==> src/hdl/plf_pkg.sv <==
// Shared types, constants and command encodings of the power law fit block.
package plf_pkg;

  localparam int DEFAULT_MAX_POINTS = 256;
  localparam int LOG_W = 25;
  localparam logic [31:0] LN2_Q32 = 32'd2977044472;

  typedef enum logic [1:0] {
    ST_OK          = 2'd0,
    ST_ZERO_DEN    = 2'd1,
    ST_ZERO_SAMPLE = 2'd2
  } fit_status_t;

  typedef enum logic [2:0] {
    MP_N_SXX  = 3'd0,
    MP_SX_SX  = 3'd1,
    MP_N_SXY  = 3'd2,
    MP_SX_SY  = 3'd3,
    MP_SY_SXX = 3'd4,
    MP_SX_SXY = 3'd5
  } mul_pair_t;

  typedef enum logic {
    LS_X = 1'b0,
    LS_Y = 1'b1
  } log_sel_t;

  typedef enum logic {
    DS_SLOPE = 1'b0,
    DS_ICPT  = 1'b1
  } div_sel_t;

  typedef enum logic [4:0] {
    OP_NONE,
    OP_CAPTURE,
    OP_MARK_BAD,
    OP_LOG_LOAD,
    OP_NORM,
    OP_SQUARE,
    OP_SCALE_MUL,
    OP_SCALE_FIN,
    OP_ACC_XY,
    OP_ACC_XX,
    OP_MUL_LOAD,
    OP_MUL_STEP,
    OP_MUL_FIN,
    OP_MUL_STORE,
    OP_DIV_LOAD,
    OP_DIV_PREP,
    OP_DIV_STEP,
    OP_DIV_FIN,
    OP_RESULT
  } dp_op_t;

  typedef enum logic [4:0] {
    S_IDLE,
    S_DECIDE,
    S_LOG_LOAD,
    S_NORM,
    S_SQUARE,
    S_SCALE_MUL,
    S_SCALE_FIN,
    S_ACC_XY,
    S_ACC_XX,
    S_CHECK_LAST,
    S_MUL_LOAD,
    S_MUL_STEP,
    S_MUL_FIN,
    S_MUL_STORE,
    S_DEN_CHECK,
    S_DIV_LOAD,
    S_DIV_PREP,
    S_DIV_STEP,
    S_DIV_FIN,
    S_RESULT
  } ctrl_state_t;

  typedef struct packed {
    dp_op_t      op;
    log_sel_t    which;
    mul_pair_t   msel;
    div_sel_t    dsel;
    fit_status_t status;
  } dp_cmd_t;

  typedef struct packed {
    logic sample_bad;
    logic full;
    logic last;
    logic bad_flag;
    logic norm_done;
    logic den_bad;
    logic out_busy;
  } dp_sts_t;

endpackage

==> src/hdl/plf_ctrl.sv <==
// Sequencer that steps the datapath through logs, accumulation and the fit.
module plf_ctrl (
  input  logic              clk,
  input  logic              rst_n,
  input  logic              in_tvalid,
  output logic              in_tready,
  input  plf_pkg::dp_sts_t  sts,
  output plf_pkg::dp_cmd_t  cmd
);
  import plf_pkg::*;

  ctrl_state_t state_r, state_nxt;
  logic [6:0]  cnt_r, cnt_nxt;
  log_sel_t    which_r, which_nxt;
  mul_pair_t   msel_r, msel_nxt;
  div_sel_t    dsel_r, dsel_nxt;
  fit_status_t fstat_r, fstat_nxt;

  always_ff @(posedge clk) begin
    if (!rst_n) begin
      state_r <= S_IDLE;
      cnt_r   <= '0;
      which_r <= LS_X;
      msel_r  <= MP_N_SXX;
      dsel_r  <= DS_SLOPE;
      fstat_r <= ST_OK;
    end else begin
      state_r <= state_nxt;
      cnt_r   <= cnt_nxt;
      which_r <= which_nxt;
      msel_r  <= msel_nxt;
      dsel_r  <= dsel_nxt;
      fstat_r <= fstat_nxt;
    end
  end

  always_comb begin
    state_nxt  = state_r;
    cnt_nxt    = cnt_r;
    which_nxt  = which_r;
    msel_nxt   = msel_r;
    dsel_nxt   = dsel_r;
    fstat_nxt  = fstat_r;
    in_tready  = 1'b0;
    cmd.op     = OP_NONE;
    cmd.which  = which_r;
    cmd.msel   = msel_r;
    cmd.dsel   = dsel_r;
    cmd.status = fstat_r;
    unique case (state_r)
      S_IDLE: begin
        in_tready = 1'b1;
        if (in_tvalid) begin
          cmd.op    = OP_CAPTURE;
          state_nxt = S_DECIDE;
        end
      end
      S_DECIDE: begin
        if (sts.sample_bad) begin
          cmd.op    = OP_MARK_BAD;
          state_nxt = S_CHECK_LAST;
        end else if (sts.full) begin
          state_nxt = S_CHECK_LAST;
        end else begin
          which_nxt = LS_X;
          state_nxt = S_LOG_LOAD;
        end
      end
      S_LOG_LOAD: begin
        cmd.op    = OP_LOG_LOAD;
        state_nxt = S_NORM;
      end
      S_NORM: begin
        if (sts.norm_done) begin
          cnt_nxt   = 7'd23;
          state_nxt = S_SQUARE;
        end else begin
          cmd.op = OP_NORM;
        end
      end
      S_SQUARE: begin
        cmd.op = OP_SQUARE;
        if (cnt_r == '0) state_nxt = S_SCALE_MUL;
        else cnt_nxt = cnt_r - 7'd1;
      end
      S_SCALE_MUL: begin
        cmd.op    = OP_SCALE_MUL;
        state_nxt = S_SCALE_FIN;
      end
      S_SCALE_FIN: begin
        cmd.op = OP_SCALE_FIN;
        if (which_r == LS_X) begin
          which_nxt = LS_Y;
          state_nxt = S_LOG_LOAD;
        end else begin
          state_nxt = S_ACC_XY;
        end
      end
      S_ACC_XY: begin
        cmd.op    = OP_ACC_XY;
        state_nxt = S_ACC_XX;
      end
      S_ACC_XX: begin
        cmd.op    = OP_ACC_XX;
        state_nxt = S_CHECK_LAST;
      end
      S_CHECK_LAST: begin
        if (!sts.last) begin
          state_nxt = S_IDLE;
        end else if (sts.bad_flag) begin
          fstat_nxt = ST_ZERO_SAMPLE;
          state_nxt = S_RESULT;
        end else begin
          msel_nxt  = MP_N_SXX;
          state_nxt = S_MUL_LOAD;
        end
      end
      S_MUL_LOAD: begin
        cmd.op    = OP_MUL_LOAD;
        cnt_nxt   = 7'd63;
        state_nxt = S_MUL_STEP;
      end
      S_MUL_STEP: begin
        cmd.op = OP_MUL_STEP;
        if (cnt_r == '0) state_nxt = S_MUL_FIN;
        else cnt_nxt = cnt_r - 7'd1;
      end
      S_MUL_FIN: begin
        cmd.op    = OP_MUL_FIN;
        state_nxt = S_MUL_STORE;
      end
      S_MUL_STORE: begin
        cmd.op = OP_MUL_STORE;
        if (msel_r == MP_SX_SX) begin
          state_nxt = S_DEN_CHECK;
        end else if (msel_r == MP_SX_SXY) begin
          dsel_nxt  = DS_SLOPE;
          state_nxt = S_DIV_LOAD;
        end else begin
          msel_nxt  = mul_pair_t'(msel_r + 3'd1);
          state_nxt = S_MUL_LOAD;
        end
      end
      S_DEN_CHECK: begin
        if (sts.den_bad) begin
          fstat_nxt = ST_ZERO_DEN;
          state_nxt = S_RESULT;
        end else begin
          msel_nxt  = MP_N_SXY;
          state_nxt = S_MUL_LOAD;
        end
      end
      S_DIV_LOAD: begin
        cmd.op    = OP_DIV_LOAD;
        state_nxt = S_DIV_PREP;
      end
      S_DIV_PREP: begin
        cmd.op    = OP_DIV_PREP;
        cnt_nxt   = 7'd127;
        state_nxt = S_DIV_STEP;
      end
      S_DIV_STEP: begin
        cmd.op = OP_DIV_STEP;
        if (cnt_r == '0) state_nxt = S_DIV_FIN;
        else cnt_nxt = cnt_r - 7'd1;
      end
      S_DIV_FIN: begin
        cmd.op = OP_DIV_FIN;
        if (dsel_r == DS_SLOPE) begin
          dsel_nxt  = DS_ICPT;
          state_nxt = S_DIV_LOAD;
        end else begin
          fstat_nxt = ST_OK;
          state_nxt = S_RESULT;
        end
      end
      S_RESULT: begin
        if (!sts.out_busy) begin
          cmd.op    = OP_RESULT;
          state_nxt = S_IDLE;
        end
      end
      default: state_nxt = S_IDLE;
    endcase
  end

endmodule

==> config.mk <==
export PLATFORM = sky130hd
export DESIGN_NAME = plf_ctrl
export DESIGN_NICKNAME = d
export VERILOG_FILES = /design/src/hdl/plf_pkg.sv /design/src/hdl/plf_ctrl.sv
export SDC_FILE = /design/constraint.sdc
export NUM_CORES = 1
export LEC_CHECK = 0
export BUFFER_PORTS_ARGS = -buffer_cell sky130_fd_sc_hd__buf_2
export CAP_MARGIN = 0
export CORE_AREA = 2 2 52 91
export CTS_CLUSTER_SIZE = 30
export DETAILED_ROUTE_END_ITERATION = 16
export DIE_AREA = 0 0 54 93
export PLACE_DENSITY_LB_ADDON = 0.2
export SETUP_SLACK_MARGIN = 0.2
export SYNTH_ARGS = -nofsm -noshare
export SYNTH_HDL_FRONTEND = slang
export SYNTH_SLANG_ARGS = --single-unit
==> constraint.sdc <==
create_clock -name clk -period 1.86 [get_ports clk]
set_clock_uncertainty 0.2 [all_clocks]
set_input_delay 0.558 -clock clk [delete_from_list [all_inputs] [get_ports clk]]
set_output_delay 0.558 -clock clk [all_outputs]
set_load 0.02 [all_outputs]
==> results of run 1 <==
## report_power, final
group          switching, W  internal [W]  leakage (nW)
registers          0.000133      0.000508         0.158
clock network      0.000142      0.000149        0.0255
logic               0.00134       0.00164          1.08
total               0.00162       0.00230          1.26
## logic make-up (layout without fill, tap and decap cells)
group | after synthesis | in the layout
AND/OR/NAND/NOR | 99 | 99
AO/OA/AOI/OAI | 64 | 64
buffers and inverters | 25 | 118
flip-flops | 19 | 19
adder cells (fa/ha/maj) | 4 | 4
multiplexers | 4 | 4
XOR/XNOR | 3 | 3
## sequential cells by signal, indices dropped and copies added, names as in the netlist
name,flops
state_r,5
msel_r,3
which_r,1
dsel_r,1
fstat_r,2
cnt_r,7
## worst min-delay path: stages (launching register included)
cell	delay (ps)
dfxtp_1	330
o21ai_1	70
a21oi_1	60
## path summary, 6_finish.rpt
path / start / end / slack, ps / cells past startpoint
min reg2reg: fstat_r[0]$_SDFFE_PN0P_ / fstat_r[0]$_SDFFE_PN0P_ / 310 / 2
min: fstat_r[0]$_SDFFE_PN0P_ / fstat_r[0]$_SDFFE_PN0P_ / 310 / 2
max reg2reg: state_r[3]$_SDFFE_PN0P_ / cnt_r[4]$_SDFFE_PN0P_ / -230 / 8
max: state_r[0]$_SDFFE_PN0P_ / cmd[9] / -360 / 5
## synth_stat cells, drive strengths merged, types with 2 or more instances
library cell  instances  area share [%]
xor2                  2             1.1
nor4                  2             1.1
o31ai                 4             2.1
nand2b                8             3.5
nor2                 22             5.0
o2111a                2             1.4
or3                   3             1.1
o22ai                 2            0.75
o21ai                12             3.6
a211o                 3             1.7
nor3b                 5             2.6
inv                   9             2.0
a221oi                2             1.1
nand2                22             5.0
o21a                  4             2.0
ha                    4             3.0
a21oi                11             3.5
nor3                  7             2.1
buf                  14             5.3
o221a                 2             1.4
a31oi                 2            0.75
or3b                  3             1.7
and2                  3             1.1
a21o                  4             1.8
nor2b                 6             2.3
dfxtp                19              23
clkbuf                2            0.45
a211oi                2            0.90
nand3                 7             2.1
mux2i                 4             2.4
o32ai                 4             3.0
or2                   2            0.75
nand4                 2            0.75
## placed cells by master, fill, tap and decap left out, drive strengths merged, types with 5 or more instances in the layout
cell type	count
a21oi	11
buf	105
dfxtp	19
inv	9
nand2	22
nand2b	8
nand3	7
nor2	22
nor2b	6
nor3	7
nor3b	5
o21ai	12
## metal layers
layer  GRT usage (%)  vias to the layer above  share of wire (%)
met5               0                        -                  0
met4            9.79                        0                3.2
met3           0.639                       10                1.5
met2            43.9                       35                 57
met1            24.4                      963                 39
li1                -                      991                  -
## timing repair
| action | 4_1_cts | 5_1_grt |
|---|---|---|
| hold buffers | 0 | 0 |
| endpoints found under the hold margin | 0 | 0 |
| cloned | 0 | 1 |
| pin swaps | 25 | 26 |
| buffers inserted | 3 | 9 |
| gates resized for setup | 58 | 27 |
| setup endpoints to repair | 26 | 26 |
## metrics by stage
step / cells / total power (W) / cell area, um^2 / hold WS [ps] / worst slack (ps)
after floorplan: 218 / 0.00204 / 1840 / 285 / -98.1
after global routing: 362 / 0.00416 / 2900 / 319 / -421
after global placement: 345 / 0.00289 / 2410 / 292 / -251
after CTS: 352 / 0.00362 / 2710 / 309 / -375
final: 362 / 0.00392 / 2900 / 307 / -363
after detailed placement: 345 / 0.00291 / 2410 / 298 / -262
## cell type report
cell class	count	area share (%)
clock buffers	3	1.42
flip-flops and latches	19	13.7
inverters	9	1.17
repair buffers	105	29.5
clock inverters	1	0.173
well taps	51	2.20
multi-input cells	174	51.8
==> out/results.ini, run 1 <==
[die]
initial_core_util_pct=38.5
die_width_um=54
io_pins=23
die_h_um=93
dieArea_um2=5020
coreArea_um2=4320
num_rows=32

[timing]
finalSetupViolations=20
finalSetupTns_ps=-3790
rsz0062_at_grt=true
final.setup.worst_slack_ps=-363
period_share_pct=120
tightestPinTransition_ps=396
drv_slew=0
relSlewSlack_pct=73.5
fmax_mhz=450
finalHoldViolations=0
finalCriticalPeriod_ps=2220

[yosys]
synth_top_flop_cell=dfxtp_1
synth_nets=232
synth_fa_ha_area_share_pct=3.00
yosysWarnings=0
netlist-cell-type-count=64
synthSimpleGateAreaFrac_pct=32.7
synth.mux.area_fraction_pct=2.40
syn_inst=218
synthArstFlopShare_pct=0
yosysSeqAreaShare_pct=22.8
synth_xor_area_share_pct=1.58
synth_top_family_by_area=simple AND/OR/NAND/NOR gates
syn_area_per_cell_um2=7.64
synth_area_um2=1670
synth_compound_area_share_pct=29.7
synth-edff-count=0
ys_seq_elements=19

[clock_network]
cts_root_buf=clkbuf_8
cts.path.max_buffers=2
cts_tree=built
cts.htree.levels=1
clk_pin_slew_ps=70
clk_latency_ps=250
cts_sinks=19
numCtsBuffers=3

[setup_path]
path_buf_inv=2
worst-endpoint-required_ps=1100
cp_max_fo=8
critPathCaptureType=output pin
cp_data_arrival_time_ps=1460
cpMaxStageDelayCell=dfxtp_4
crit_path_cell_trace=buf_12 -> and4bb_1 -> a211oi_2 -> o31ai_4 -> buf_6
slowest_delay_ps=440
worstSetupPathType=reg2out
cp_top_family=flip-flops
start_kind=flop

[placed_design]
port_buffers=22
gp_congestion=0.830
dp_hpwl_mm=4.13

[detailed_routing]
firstDrtPassIters=4
remaining_drc_errors=0
routed-via-count=1999
wire_per_inst_um=15.3
drt-total-wl_mm=5.54
via_per_inst=5.52
detail-route-antenna-nets=0
drtIter0Drc=21

[layout]
drive_gt1_share_pct=57.6
n_fill_cell=353
diodes=0
multi_input_comb_area_um2=1500
area_growth_syn_to_layout_pct=73.9
fin_nets=326
utilization_pct=67.0
regArea_um2=398

[worst_hold_path]
hp-class=reg2reg

[outcome]
status=finished with violations
violations=negative setup slack

[global_route]
overflow=0
grt_usage_pct=22.9
grt_pass1_wl_mm=8.69
antenna_found_initial=0
grt_max_degree=16
grt_pass1_vias=1947

[pwr]
power_density_nw_per_um2=1350
p_leak_nw=1.26
ir_worst_vdd_mv=0.957

[run]
cap_violations=0

Note: power is estimated with default switching activity, not from simulation.
==> run 2, diff against run 1 <==
--- a/config.mk
+++ b/config.mk
@@ -11,6 +11,7 @@
 export CTS_CLUSTER_SIZE = 30
 export DETAILED_ROUTE_END_ITERATION = 16
 export DIE_AREA = 0 0 54 93
+export MAX_ROUTING_LAYER = met4
 export PLACE_DENSITY_LB_ADDON = 0.2
 export SETUP_SLACK_MARGIN = 0.2
 export SYNTH_ARGS = -nofsm -noshare
==> out/results.ini, run 2 (synthesis results as in run 1) <==
[setup_path]
cp_top_family=flip-flops  ; unchanged
rrSetupSlack_ps=-230  ; about the same
setup.worst_path.start=state_r[0]$_SDFFE_PN0P_  ; unchanged
start_kind=flop  ; unchanged
cp_data_arrival_time_ps=1470  ; was 1460 ps
cpMaxStageDelayCell=dfxtp_4  ; unchanged
path_buf_inv=2  ; unchanged
slowest_delay_ps=440  ; about the same
worst-endpoint-required_ps=1100  ; about the same
cp_max_fo=8  ; unchanged
rr_worst_depth=8  ; unchanged
worstSetupPathType=reg2out  ; unchanged
critPathCaptureType=output pin  ; unchanged
worstReg2RegEnd=cnt_r[4]$_SDFFE_PN0P_  ; unchanged
r2r-start=state_r[3]$_SDFFE_PN0P_  ; unchanged
crit_path_cell_trace=buf_12 -> and4bb_1 -> a211oi_2 -> o31ai_4 -> buf_6  ; unchanged

[detailed_routing]
via_per_inst=5.50  ; was 5.52
drt-total-wl_mm=5.53  ; was 5.54 mm
drtIter0Drc=24  ; was 21
remaining_drc_errors=0  ; unchanged
routed-via-count=1990  ; was 1999
firstDrtPassIters=4  ; unchanged
wire_per_inst_um=15.3  ; about the same
detail-route-antenna-nets=0  ; unchanged

[die]
die_h_um=93  ; unchanged
num_rows=32  ; unchanged
initial_core_util_pct=38.5  ; unchanged
io_pins=23  ; unchanged
dieArea_um2=5020  ; unchanged
coreArea_um2=4320  ; unchanged
die_width_um=54  ; unchanged

[clock_network]
clk_latency_ps=250  ; about the same
numCtsBuffers=3  ; unchanged
cts_root_buf=clkbuf_8  ; unchanged
clk_pin_slew_ps=70  ; about the same
cts_sinks=19  ; unchanged
cts.htree.levels=1  ; unchanged
cts_hold_buf=0  ; unchanged
cts_tree=built  ; unchanged
cts.path.max_buffers=2  ; unchanged

[placed_design]
post-place-ws_ps=-262  ; unchanged
port_buffers=22  ; unchanged
place_area_um2=2410  ; unchanged
dp_cells=345  ; unchanged
gp_congestion=0.842  ; was 0.830
dp_hpwl_mm=4.13  ; unchanged

[timing]
relSlewSlack_pct=73.6  ; was 73.5%
rsz0062_at_grt=true  ; unchanged
drv_slew=0  ; unchanged
finalSetupViolations=20  ; unchanged
finalHoldViolations=0  ; unchanged
fmax_mhz=449  ; was 450 MHz
whs_ps=307  ; about the same
period_share_pct=120  ; about the same
finalCriticalPeriod_ps=2230  ; was 2220 ps
final.setup.worst_slack_ps=-366  ; was -363 ps
tightestPinTransition_ps=395  ; was 396 ps

[global_route]
overflow=0  ; unchanged
grt_pass1_wl_mm=8.70  ; was 8.69 mm
grt_pass1_vias=1949  ; was 1947
grt_usage_pct=23.5  ; was 22.9%
grt_max_degree=16  ; unchanged
antenna_found_initial=0  ; unchanged

[worst_hold_path]
hold_path_startpoint=fstat_r[0]$_SDFFE_PN0P_  ; unchanged
hp-class=reg2reg  ; unchanged
min_path_cells=2  ; unchanged
min_to=fstat_r[0]$_SDFFE_PN0P_  ; unchanged

[run]
cap_violations=0  ; unchanged

[layout]
layout_top_registers=cnt_r x7, state_r x5, msel_r x3  ; unchanged
fin_nets=326  ; unchanged
area_growth_syn_to_layout_pct=73.9  ; unchanged
diodes=0  ; unchanged
final_common_cell=buf_4  ; unchanged
largest_reg_flops=7  ; unchanged
stdcell_area_um2=2900  ; unchanged
final_cell_mix=66 x buf_4, 20 x buf_6, 18 x nand2_1  ; unchanged
layoutNonFillerInstCount=362  ; unchanged
drive_gt1_share_pct=57.6  ; unchanged
regMostFlops=cnt_r  ; unchanged

[pwr]
power_density_nw_per_um2=1350  ; about the same
ir_worst_vdd_mv=0.959  ; was 0.957 mV
p_leak_nw=1.26  ; unchanged

[outcome]
status=finished with violations  ; unchanged
violations=negative setup slack  ; unchanged

-- run 2: cell counts in the layout (fill, tap and decap cells not counted) --
Identical to the previous run, type by type.
-- run 2: worst max path at each step --
stage | to | cells after the start
floorplan | cmd[8] | 6
global placement | cmd[9] | 5
detailed placement | cmd[9] | 5
CTS | cmd[8] | 7
global route | cmd[8] | 6
finish | cmd[9] | 5
-- run 2: tightest hold or removal path, stage by stage, from the launching register on --
cell     delay [ps]
dfxtp_1         330
o21ai_1          70
a21oi_1          60
-- run 2: area by class of cell --
class | instances | area, um^2
fillers | 353 | 1430
clock buffers | 3 | 41.3
clock inverters | 1 | 5.00
repair buffers | 105 | 856
multi-input cells | 174 | 1500
inverters | 9 | 33.8
well taps | 51 | 63.8
flip-flops and latches | 19 | 398
-- run 2: timing repair --
item,in CTS,in global routing
resized for setup,58,27
setup buffers,3,9
pin swaps,25,26
gates cloned,0,1
setup endpoints to repair,26,26
-- run 2: where the power goes --
group / switching (W) / internal, W / total, W
logic: 0.00134 / 0.00164 / 0.00298
registers: 0.000135 / 0.000508 / 0.000643
clock network: 0.000142 / 0.000149 / 0.000291
total: 0.00162 / 0.00230 / 0.00392
-- run 2: through the flow --
step / util [%] / TNS [ps] / total power [W]
floorplan: - / -552 / 0.00204
global placement: 55.7 / -2930 / 0.00289
detailed placement: 55.7 / -3130 / 0.00291
CTS: 62.7 / -3250 / 0.00362
global route: 67.0 / -5270 / 0.00416
finish: 67.0 / -3800 / 0.00392
-- run 2: layer usage --
layer | track usage [%] | vias up | share of wire [%]
met3 | 0.639 | 10 | 1.3
met2 | 44.0 | 29 | 57
met5 | - | - | 0
li1 | - | 991 | -
met1 | 24.3 | 960 | 39
met4 | 9.79 | 0 | 3.2
